--- config.mk ---
export PLATFORM = sky130hd
export DESIGN_NAME = opf_ctrl
export DESIGN_NICKNAME = d
export VERILOG_FILES = /design/src/rtl/core/oversampled_polyphase_filter_front_core_macros.svh /design/src/rtl/core/opf_pkg.sv /design/src/rtl/core/opf_ctrl.sv
export SDC_FILE = /design/constraint.sdc
export NUM_CORES = 1
export LEC_CHECK = 0
export ABC_AREA = 1
export BUFFER_PORTS_ARGS = -buffer_cell sky130_fd_sc_hd__buf_2
export CORE_ASPECT_RATIO = 0.8
export CORE_MARGIN = 3
export CORE_UTILIZATION = 50
export DETAILED_ROUTE_END_ITERATION = 12
export PLACE_DENSITY = 0.77
export SYNTH_ARGS = -nofsm -noshare
export SYNTH_HDL_FRONTEND = slang
export SYNTH_SLANG_ARGS = --single-unit
--- constraint.sdc ---
create_clock -name clock -period 2.11 [get_ports clock]
set_input_delay 0.422 -clock clock [delete_from_list [all_inputs] [get_ports clock]]
set_output_delay 0.422 -clock clock [all_outputs]
set_load 0.05 [all_outputs]
--- src/rtl/core/oversampled_polyphase_filter_front_core_macros.svh ---
// Assertion macros for the polyphase filter front end
`ifndef OVERSAMPLED_POLYPHASE_FILTER_FRONT_CORE_MACROS_SVH
`define OVERSAMPLED_POLYPHASE_FILTER_FRONT_CORE_MACROS_SVH

// same-cycle implication
`define OPF_ASSERT_SAME(label, clk, rst, ante, cons) \
   label: assert property (@(posedge clk) disable iff (rst) (ante) |-> (cons)) \
      else $error("assertion failed");

// next-cycle implication
`define OPF_ASSERT_NEXT(label, clk, rst, ante, cons) \
   label: assert property (@(posedge clk) disable iff (rst) (ante) |=> (cons)) \
      else $error("assertion failed");

`endif

--- src/rtl/core/opf_pkg.sv ---
// Package: sizes, codes, controller states and command struct
`default_nettype none
package opf_pkg;
   localparam int BRANCHES        = 32;
   localparam int TAPS_PER_BRANCH = 8;
   localparam int HOP             = 16;
   localparam int SAMPLE_BITS     = 16;
   localparam int COEFF_BITS      = 16;
   localparam int TAP_COUNT       = BRANCHES * TAPS_PER_BRANCH;
   localparam int ADDR_BITS       = $clog2(TAP_COUNT);
   localparam int BR_BITS         = $clog2(BRANCHES);
   localparam int TAP_BITS        = (TAPS_PER_BRANCH > 1) ? $clog2(TAPS_PER_BRANCH) : 1;
   localparam int HOP_BITS        = (HOP > 1) ? $clog2(HOP) : 1;
   localparam int PROD_BITS       = SAMPLE_BITS + COEFF_BITS;
   localparam int ACC_BITS        = PROD_BITS + TAP_BITS;
   localparam int PHASE_STEP      = (BRANCHES - (HOP % BRANCHES)) % BRANCHES;

   localparam int INDEX_W = 8;
   localparam int VALUE_W = 16;
   localparam int BIN_W   = 5;
   localparam int OUT_W   = 35;

   localparam logic FUNC_COEFF  = 1'b0;
   localparam logic FUNC_SAMPLE = 1'b1;

   typedef enum logic [2:0] {
      ST_CLEAR,
      ST_IDLE,
      ST_ISSUE,
      ST_DRAIN,
      ST_LOAD,
      ST_OUT
   } state_type;

   typedef struct packed {
      logic                 tap_we;
      logic [ADDR_BITS-1:0] tap_addr;
      logic                 samp_we;
      logic                 samp_zero;
      logic [ADDR_BITS-1:0] samp_addr;
      logic                 rd_en;
      logic [ADDR_BITS-1:0] rd_tap_addr;
      logic [ADDR_BITS-1:0] rd_samp_addr;
      logic                 acc_clear;
      logic                 load_out;
      logic [BR_BITS-1:0]   bin;
   } cmd_type;
endpackage
`default_nettype wire

--- src/rtl/core/opf_ctrl.sv ---
// Controller: clearing pass, frame fill, per-bin tap sequencing, result handshake
`default_nettype none
module opf_ctrl
   import opf_pkg::*;
(
   input  wire logic                 clock,
   input  wire logic                 reset,
   input  wire logic                 req_valid,
   output logic                      req_ready,
   input  wire logic                 req_func,
   input  wire logic [INDEX_W-1:0]   req_coeff_index,
   output logic                      rsp_valid,
   input  wire logic                 rsp_ready,
   output cmd_type                   cmd
);
   state_type            state_ff, state_in;
   logic [HOP_BITS-1:0]  fill_ff, fill_in;
   logic [ADDR_BITS-1:0] base_ff, base_in;
   logic [BR_BITS-1:0]   phase_ff, phase_in;
   logic [BR_BITS-1:0]   k_ff, k_in;
   logic [TAP_BITS-1:0]  p_ff, p_in;
   logic [ADDR_BITS-1:0] clr_ff, clr_in;
   logic                 drain_ff, drain_in;
   logic [BR_BITS-1:0]   branch;
   logic [ADDR_BITS-1:0] tap_off;
   logic                 accept;

   assign accept  = req_valid && (state_ff == ST_IDLE);
   // output k carries branch (k - shift) mod BRANCHES
   assign branch  = k_ff - phase_ff;
   assign tap_off = ADDR_BITS'({p_ff, branch});

   always_comb begin
      state_in = state_ff;
      fill_in  = fill_ff;
      base_in  = base_ff;
      phase_in = phase_ff;
      k_in     = k_ff;
      p_in     = p_ff;
      clr_in   = clr_ff;
      drain_in = drain_ff;
      case (state_ff)
         ST_CLEAR: begin
            clr_in = clr_ff + 1'b1;
            if (clr_ff == ADDR_BITS'(TAP_COUNT - 1)) state_in = ST_IDLE;
         end
         ST_IDLE: begin
            if (accept && req_func == FUNC_SAMPLE) begin
               if (fill_ff == HOP_BITS'(HOP - 1)) begin
                  fill_in  = '0;
                  base_in  = base_ff - ADDR_BITS'(HOP);
                  k_in     = '0;
                  p_in     = '0;
                  state_in = ST_ISSUE;
               end else begin
                  fill_in = fill_ff + 1'b1;
               end
            end
         end
         ST_ISSUE: begin
            p_in = p_ff + 1'b1;
            if (p_ff == TAP_BITS'(TAPS_PER_BRANCH - 1)) begin
               drain_in = 1'b0;
               state_in = ST_DRAIN;
            end
         end
         ST_DRAIN: begin
            drain_in = 1'b1;
            if (drain_ff) state_in = ST_LOAD;
         end
         ST_LOAD: state_in = ST_OUT;
         ST_OUT: begin
            if (rsp_ready) begin
               if (k_ff == BR_BITS'(BRANCHES - 1)) begin
                  phase_in = phase_ff + BR_BITS'(PHASE_STEP);
                  state_in = ST_IDLE;
               end else begin
                  k_in     = k_ff + 1'b1;
                  p_in     = '0;
                  state_in = ST_ISSUE;
               end
            end
         end
         default: state_in = ST_IDLE;
      endcase
   end

   always_comb begin
      req_ready        = (state_ff == ST_IDLE);
      rsp_valid        = (state_ff == ST_OUT);
      cmd              = '0;
      cmd.tap_addr     = ADDR_BITS'(req_coeff_index);
      cmd.rd_tap_addr  = tap_off;
      cmd.rd_samp_addr = base_ff + tap_off;
      cmd.bin          = k_ff;
      case (state_ff)
         ST_CLEAR: begin
            cmd.samp_we   = 1'b1;
            cmd.samp_zero = 1'b1;
            cmd.samp_addr = clr_ff;
         end
         ST_IDLE: begin
            cmd.acc_clear = 1'b1;
            // new samples go into the slots that the frame shift discards
            cmd.samp_addr = base_ff - ADDR_BITS'(HOP) + ADDR_BITS'(fill_ff);
            cmd.samp_we   = accept && (req_func == FUNC_SAMPLE);
            cmd.tap_we    = accept && (req_func == FUNC_COEFF)
                            && ({1'b0, req_coeff_index} < 9'(TAP_COUNT));
         end
         ST_ISSUE: cmd.rd_en = 1'b1;
         ST_DRAIN: cmd.rd_en = 1'b0;
         ST_LOAD: begin
            cmd.load_out  = 1'b1;
            cmd.acc_clear = 1'b1;
         end
         ST_OUT: cmd.rd_en = 1'b0;
         default: cmd.rd_en = 1'b0;
      endcase
   end

   always_ff @(posedge clock) begin
      if (reset) begin
         state_ff <= ST_CLEAR;
         fill_ff  <= '0;
         base_ff  <= '0;
         phase_ff <= '0;
         k_ff     <= '0;
         p_ff     <= '0;
         clr_ff   <= '0;
         drain_ff <= 1'b0;
      end else begin
         state_ff <= state_in;
         fill_ff  <= fill_in;
         base_ff  <= base_in;
         phase_ff <= phase_in;
         k_ff     <= k_in;
         p_ff     <= p_in;
         clr_ff   <= clr_in;
         drain_ff <= drain_in;
      end
   end
endmodule
`default_nettype wire

* Word level (Yosys, flattened, before mapping)
Cells that the tools add are included.
** Operators by class
- $add $sub $neg :: 9
- Equal/unequal tests :: 16
- Muxes and demuxes :: 28
- Bitwise logic cells :: 1
- Reductions and logical operators :: 15
** Operators by type and width (number)
- $mux W3 :: 10
- $mux W5 :: 4
- $pmux W3 S6 :: 1
- $pmux W8 S2 :: 1
- $pmux W5 S2 :: 1
- $reduce_and A5 Y1 :: 2
- $eq A3 B3 Y1 const B :: 3
- $pmux W3 S3 :: 1
- $add A8 B1 Y8 const B :: 1
- $add A8 B4 Y8 :: 1
- $add A8 B8 Y8 :: 1
- $eq A8 B8 Y1 const B :: 1
- $ne A2 B2 Y1 const B :: 4
- $sub A8 B5 Y8 const B :: 1
- $eq A3 B2 Y1 const B :: 2
- $mux W1 :: 6
- $ne A2 B1 Y1 const B :: 3
- $reduce_and A3 Y1 :: 2
- $reduce_and A6 Y1 :: 1
- $add A5 B1 Y5 const B :: 1
- $add A5 B5 Y5 const B :: 1
- $eq A5 B5 Y1 const B :: 1
- $sub A5 B5 Y5 :: 1
- $add A4 B1 Y4 const B :: 1
- 13 further kinds :: 18
** Storage, ports and cells
- Flip-flop bits (word level) :: 37
- Input bits :: 13
- Output and inout port bits :: 45

* Depth between registers and ports, before layout
Gate-level depths: netlist of run 1.
- Word-level depth :: 5
- Depth in mapped cells :: 11

* Least setup slack after synthesis of run 1
Ideal clock, no wire load.
- Kind :: reg-to-output
- From :: reg k_ff[4]
- To :: out cmd[13] (netlist name)
- Arrival time :: 3.073 ns
- Required time :: 1.688 ns
- Setup slack :: -1.385 ns
- Cell stages (with the launch flop) :: 6
- Path buffers :: 0
- Path through :: dfxtp_1 xor2_1 ha_1 inv_1 fa_1 xnor2_1
** RTL lines
- from (decl) :: RTL line opf_ctrl.sv:20 : logic [BR_BITS-1:0] k_ff, k_in;
- from (signal assigned) :: RTL line opf_ctrl.sv:136 : k_ff <= k_in;
- to (decl) :: RTL line opf_ctrl.sv:14 : output cmd_type cmd

==> results of run 1 <==
==> layer usage <==
| layer | global-route usage (%) | routed length [um] | vias to the layer above | share of wire, % |
|---|---|---|---|---|
| li1 | - | - | 968 | - |
| met1 | 29.9 | 2250 | 875 | 48 |
| met2 | 32.1 | 2040 | 76 | 43 |
| met3 | 4.98 | 346 | 10 | 7.3 |
| met4 | 6.73 | 79 | 0 | 1.7 |
| met5 | 0 | 0 | - | 0 |
==> synthesized netlist by cell type, drive strengths merged <==
master  count  area (um2)
xor2        5        43.8
xnor2       4        35.0
nand3      14        92.6
nor3        3        15.0
and2        1        7.51
nor2       42         190
nor3b       1        7.51
ha         11         138
inv        37         139
o21a        2        15.0
nand2      60         248
o21bai      1        7.51
a211oi      1        7.51
fa          1        20.0
o21ai      19        98.8
dfxtp      29         581
clkbuf      1        3.75
nand4       3        18.8
a21oi      28         140
buf        19         134
==> layout by cell type (no fill, tap or decap), drive strengths merged, types with 4 or more instances in the layout <==
| master | synthesis | layout |
|---|---|---|
| clkbuf | 1 | 7 |
| a21oi | 28 | 28 |
| xor2 | 5 | 5 |
| inv | 37 | 35 |
| xnor2 | 4 | 4 |
| nand3 | 14 | 14 |
| nand2 | 60 | 60 |
| nor2 | 42 | 42 |
| dfxtp | 29 | 29 |
| buf | 19 | 51 |
| ha | 11 | 11 |
| o21ai | 19 | 19 |
==> per-stage QoR <==
stage                     cell area [um2]  cells
after floorplan                      2040    282
after global placement               2170    347
after detailed placement             2170    347
after CTS                            2360    361
after global routing                 2470    364
final                                2470    364
==> timing repair <==
action / CTS / global route
buffers inserted: 5 / 3
endpoints found under the hold margin: 0 / 0
setup endpoints to repair: 12 / 14
pin swaps: 1 / 1
gates cloned: 1 / 0
resized for setup: 13 / 31
==> logic make-up (layout without fill, tap and decap cells) <==
logic type,after synthesis,in the layout,share of synthesized area (%)
AO/OA/AOI/OAI,51,51,13.9
XOR/XNOR,9,9,4.06
adder cells (fa/ha/maj),12,12,8.12
buffers and inverters,57,97,14.2
flip-flops,29,29,29.9
AND/OR/NAND/NOR,124,124,29.8
==> state kept, by name (all words and copies together) (netlist names) <==
register	cells
clr_ff	8
k_ff	5
drain_ff	1
phase_ff	1
base_ff	4
state_ff	3
fill_ff	4
p_ff	3
==> final cells by class <==
class | count | area, um2
sequential | 29 | 592
timing repair buffer | 51 | 349
inverter | 37 | 149
tap | 42 | 52.6
timing repair inverter | 1 | 7.51
fill | 291 | 1090
multi-input combinational | 196 | 1200
clock inverter | 1 | 30.0
clock buffer | 7 | 86.3
==> power groups by stage <==
stage               logic [uW]  registers [uW]  clock network [uW]
floorplan                 87.3             568                   0
global placement          60.8             570                   0
detailed placement        61.4             570                   0
CTS                       62.5             556                 607
global route              71.3             558                 629
finish                    66.8             557                 598
==> path summary, 6_finish.rpt <==
check | startpoint | endpoint | cells after the start
setup / recovery | phase_ff[4]$_SDFFE_PP0P_ | cmd[13] | 6
hold reg to reg | phase_ff[4]$_SDFFE_PP0P_ | phase_ff[4]$_SDFFE_PP0P_ | 1
setup reg to reg | state_ff[1]$_SDFFE_PP0P_ | state_ff[0]$_SDFFE_PP0P_ | 10
hold / removal | reset | state_ff[2]$_SDFFE_PP0P_ | 2
==> metrics, run 1 <==
YS warnings 0; share of layout cells above drive strength 1 ~33%; clock period minus final worst setup slack around 2.1 ns; antenna-violating nets left 0; Data arrival, critical path ~1.7 ns; Yosys reg bits 29; crit path buf inv count 2; fraction of power spent switching nets 21.8%; io pins 58; element type at the critical path end primary output; Worst-path clk slew 0.06 ns; area growth from synthesis to layout 27.3%; antenna violations before repair 0; wire length per cell after detailed routing around 13 um; part of the power in the clock network between 40 and 50%; max-capacitance violation count 0; placer's final routability congestion estimate 0.859; utilization after layout 69.3%; reg2reg setup slack 0.37 ns; Comb power frac under 10%; routed wire length about 4700 um; startpoint type of the worst setup path register; count of port buffers added during placement 41; slew margin rel. ~62%; cell area power density ~490 nW/um2; classification of the worst setup path register to primary output; Worst Slack Setup Final -0.0382 ns; Leakage Power roughly 0.0011 uW; Worst Hold Slack roughly 0.45 ns; standard cell with the maximum stage delay on the critical path sky130_fd_sc_hd__dfxtp_4; setup repair after global routing missed its margin yes; Final Hold Violating Endpoints 0; worst min path class input pin to register; failing checks negative setup slack; fraction of the yosys area taken by sequential cells 29.9%; H-tree depth reported by CTS 2; post-synthesis instance area a little under 2000 um2; via count 1929; Clk Tree Root Cell sky130_fd_sc_hd__clkbuf_8; total chip power ~1200 uW; sequential power share 45.6%; mean cell area of the mapped netlist 6.89 um2; maximum fanout encountered on the critical timing path 3; Worst-Margin Slew about 0.58 ns; critical path cell sequence xor2_4, ha_4, inv_2, fa_2, xnor2_4, buf_6; number of sinks on the clock net 29; number of max-slew violations in the final report 0; diode insertion count for antenna repair 0; final clock period utilization by the worst path 102%; initial drt markers approximately 140; via-per-instance ratio between 5 and 6; CP required ~1.7 ns; Core Box Area 3570 um2; post-synthesis net count between 300 and 400; TritonRoute pass-1 iters 4; number of global-route vias before repair roughly 1700; first-pass GRT wire length approximately 7500 um; final count of negative-setup-slack endpoints 2; latest clock arrival within the worst-skew pair 0.28 ns; number of unique standard cell types used by synthesis 31; Int Pwr 956 uW; number of remaining DRC errors 0; total overflow reported by the global router 0; total global-route track usage roughly a fifth; Initial Utilization 54.5%; number of buffers between clock root and the deepest sink 2; die extent in y approximately 60 um; standard-cell row count 19; total of hold buffers inserted after clock tree synthesis 0; largest stage delay on the critical path approximately 0.38 ns; Top delay family on crit path adder cells; die extent in x between 70 and 80 um; peak supply drop 0.000387 V; worst clock skew between 0.006 and 0.007 ns; maximum number of pins on one net before global-route repair 21; total CTS buffers 5; setup TNS -0.0547 ns; total number of nets in the final design ~350; result of the run complete, but fails checks; f_max around 470 MHz; worst setup slack before clock tree synthesis 0.0635 ns; number of instances in the synthesized netlist approximately 280; overall die area roughly 4700 um2; post-detailed-placement half-perimeter wirelength 3470 um; clock tree from TritonCTS done; Switch Pwr approximately 270 uW
Note: power is estimated with default switching activity, not from simulation.
==> inputs of run 2 (changes only) <==
--- a/config.mk
+++ b/config.mk
@@ -8,7 +8,6 @@
 export ABC_AREA = 1
 export BUFFER_PORTS_ARGS = -buffer_cell sky130_fd_sc_hd__buf_2
 export CORE_ASPECT_RATIO = 0.8
-export CORE_MARGIN = 3
 export CORE_UTILIZATION = 50
 export DETAILED_ROUTE_END_ITERATION = 12
 export PLACE_DENSITY = 0.77
==> run 2 against run 1 <==
Effect of this change:
- the run still ends with negative setup slack left
- via count fell by 4.5%
- sequential power hardly changed
- wire length decreased by 6.7%
- utilization is 2.7 points lower
==> metrics, run 2 (synthesized netlist as in run 1, its figures left out) <==
area growth from synthesis to layout 22.2% (was 27.3%); reg2reg setup slack 0.37 ns (about the same); total number of nets in the final design 342 (was 346); clock tree from TritonCTS done (unchanged); result of the run complete, but fails checks (unchanged); f_max 462 MHz (was 465 MHz); final count of negative-setup-slack endpoints 2 (unchanged); via count 1842 (was 1929); routed wire length 4400 um (was 4720 um); Top Registers clr_ff x8, k_ff x5 (unchanged); clock period minus final worst setup slack 2.16 ns (was 2.15 ns); Core Box Area 3570 um2 (unchanged); share of layout cells above drive strength 1 32.4% (was 32.9%); total CTS buffers 5 (unchanged); H-tree depth reported by CTS 2 (unchanged); io pins 58 (unchanged); number of sinks on the clock net 29 (unchanged); maximum number of pins on one net before global-route repair 21 (unchanged); number of global-route vias before repair 1446 (was 1685); met1 GRT Util 32.0% (was 29.9%); startpoint of the most critical hold path reset (unchanged); endpoint of the worst hold-timing path state_ff[1]$_SDFFE_PP0P_ (was state_ff[2]$_SDFFE_PP0P_); utilization after layout 66.6% (was 69.3%); most common cell after layout, fill and taps aside sky130_fd_sc_hd__nand2_1 (unchanged); final clock period utilization by the worst path 103% (was 102%); CP required 1.69 ns (about the same); die extent in x 71.7 um (was 75.7 um); standard cell with the maximum stage delay on the critical path sky130_fd_sc_hd__fa_2 (was sky130_fd_sc_hd__dfxtp_4); grt met2 use 30.1% (was 32.1%); failing checks negative setup slack (unchanged); classification of the worst setup path register to primary output (unchanged); count of port buffers added during placement 41 (unchanged); Data arrival, critical path 1.74 ns (was 1.73 ns); overall die area 4140 um2 (was 4670 um2); Largest register FFs 8 (unchanged); initial drt markers 115 (was 144); fill count 305 (was 291); worst clock skew 0.00545 ns (was 0.00680 ns); largest stage delay on the critical path 0.39 ns (was 0.38 ns); Worst Hold Slack 0.450 ns (was 0.448 ns); max-capacitance violation count 0 (unchanged); Worst-Margin Slew 0.608 ns (was 0.577 ns); top register by number of flip-flops clr_ff (unchanged); antenna violations before repair 0 (unchanged); Critical R2R Capture p_ff[1]$_SDFFE_PP0P_ (was state_ff[0]$_SDFFE_PP0P_); most frequent cells in the layout sky130_fd_sc_hd__nand2_1 (53), sky130_fd_sc_hd__nor2_1 (36), sky130_fd_sc_hd__buf_2 (31) (was sky130_fd_sc_hd__nand2_1 (54), sky130_fd_sc_hd__nor2_1 (35), sky130_fd_sc_hd__buf_2 (29)); critical path cell sequence xor2_4, ha_2, inv_2, fa_2, xnor2_4, buf_6 (was xor2_4, ha_4, inv_2, fa_2, xnor2_4, buf_6); number of remaining DRC errors 0 (unchanged); depth of the most critical reg-to-reg path 11 (was 10); element type at the critical path end primary output (unchanged); first-pass GRT wire length 6810 um (was 7530 um); wire length per cell after detailed routing 12.2 um (was 13.0 um); Worst-path clk slew 0.06 ns (about the same); slew margin rel. 59.4% (was 61.5%); Worst Slack Setup Final -0.0532 ns (was -0.0382 ns); total overflow reported by the global router 0 (unchanged); post-detailed-placement half-perimeter wirelength 3240 um (was 3470 um); maximum fanout encountered on the critical timing path 2 (was 3); placer's final routability congestion estimate 0.959 (was 0.859); register area 593 um2 (was 592 um2); total global-route track usage 21.4% (was 21.2%); worst reg2reg path startpoint k_ff[0]$_SDFFE_PP0P_ (was state_ff[1]$_SDFFE_PP0P_); TritonRoute pass-1 iters 4 (unchanged); die extent in y 57.7 um (was 61.7 um); diode insertion count for antenna repair 0 (unchanged); footprint of the multi-input gates 1190 um2 (was 1200 um2); number of cells on the worst hold path 2 (unchanged); Initial Utilization 54.5% (unchanged); Leakage Power 0.00109 uW (was 0.00113 uW); cell area power density 449 nW/um2 (was 494 nW/um2); startpoint type of the worst setup path register (unchanged); setup repair after global routing missed its margin yes (unchanged); number of buffers between clock root and the deepest sink 2 (unchanged); peak supply drop 0.000407 V (was 0.000387 V); Final Hold Violating Endpoints 0 (unchanged); latest clock arrival within the worst-skew pair 0.28 ns (about the same); standard-cell row count 19 (unchanged); Clk Tree Root Cell sky130_fd_sc_hd__clkbuf_8 (unchanged); worst min path class input pin to register (unchanged); total of hold buffers inserted after clock tree synthesis 0 (unchanged); via-per-instance ratio 5.12 (was 5.30); antenna-violating nets left 0 (unchanged); met3 layer usage reported by global route 5.22% (was 4.98%); Most Used Layer, Global Route met1 (was met2); number of max-slew violations in the final report 0 (unchanged)
[run 2: worst max-delay path: cells and delay by family, from the launching register on]
family	cells	cell delay, ns
buffers and inverters	2	0.21
DFF	1	0.36
xor gates and xnor gates	2	0.30
adders and majority gates	2	0.59
[run 2: final cells by class]
type,instances,share of cell area (%)
Multi-Input combinational cell,196,50.1
Sequential cell,29,25.0
Timing Repair Buffer,48,12.9
Inverter,37,6.27
Clock buffer,6,3.06
Tap cell,42,2.21
Clock inverter,2,0.422
[run 2: routing by layer]
metal,vias up,part of all wire [%]
met3,5,6.5
met1,817,51
met4,0,1.0
li1,954,-
met5,-,0
met2,66,42
[run 2: how the worst max path moves through the flow]
stage,startpoint,end,slack (ns),cells past startpoint
6_report,phase_ff[4]$_SDFFE_PP0P_,cmd[13],-0.05,6
5_1_grt,phase_ff[4]$_SDFFE_PP0P_,cmd[12],-0.10,6
4_1_cts,phase_ff[4]$_SDFFE_PP0P_,cmd[13],-0.07,6
3_5_place_dp,phase_ff[4]$_SDFFE_PP0P_,cmd[13],0.07,6
3_3_place_gp,phase_ff[4]$_SDFFE_PP0P_,cmd[13],0.09,6
2_1_floorplan,k_ff[4]$_SDFFE_PP0P_,cmd[13],-0.21,5
[run 2: report_power, final]
group / total, uW / leakage (uW) / switching (uW) / internal [uW]
combinational: 65.6 / 0.000811 / 46.2 / 19.4
sequential: 556 / 0.000238 / 6.56 / 550
clock: 444 / 0.0000450 / 216 / 228
total: 1070 / 0.00109 / 268 / 797
[run 2: per-stage QoR]
step | cell area, um2 | total power (uW) | setup slack, ns | cells | TNS, ns
final | 2370 | 1070 | -0.0532 | 360 | -0.104
after global placement | 2170 | 631 | 0.0930 | 347 | 0
after CTS | 2330 | 1070 | -0.0677 | 360 | -0.131
after global routing | 2370 | 1110 | -0.103 | 360 | -0.207
after floorplan | 2040 | 655 | -0.210 | 282 | -0.378
after detailed placement | 2170 | 632 | 0.0654 | 347 | 0
[run 2: repair_timing]
item / CTS / global route
buffers inserted: 5 / 0
resized for setup: 12 / 19
pin swaps: 4 / 0
gates cloned: 0 / 0
setup endpoints to repair: 12 / 13
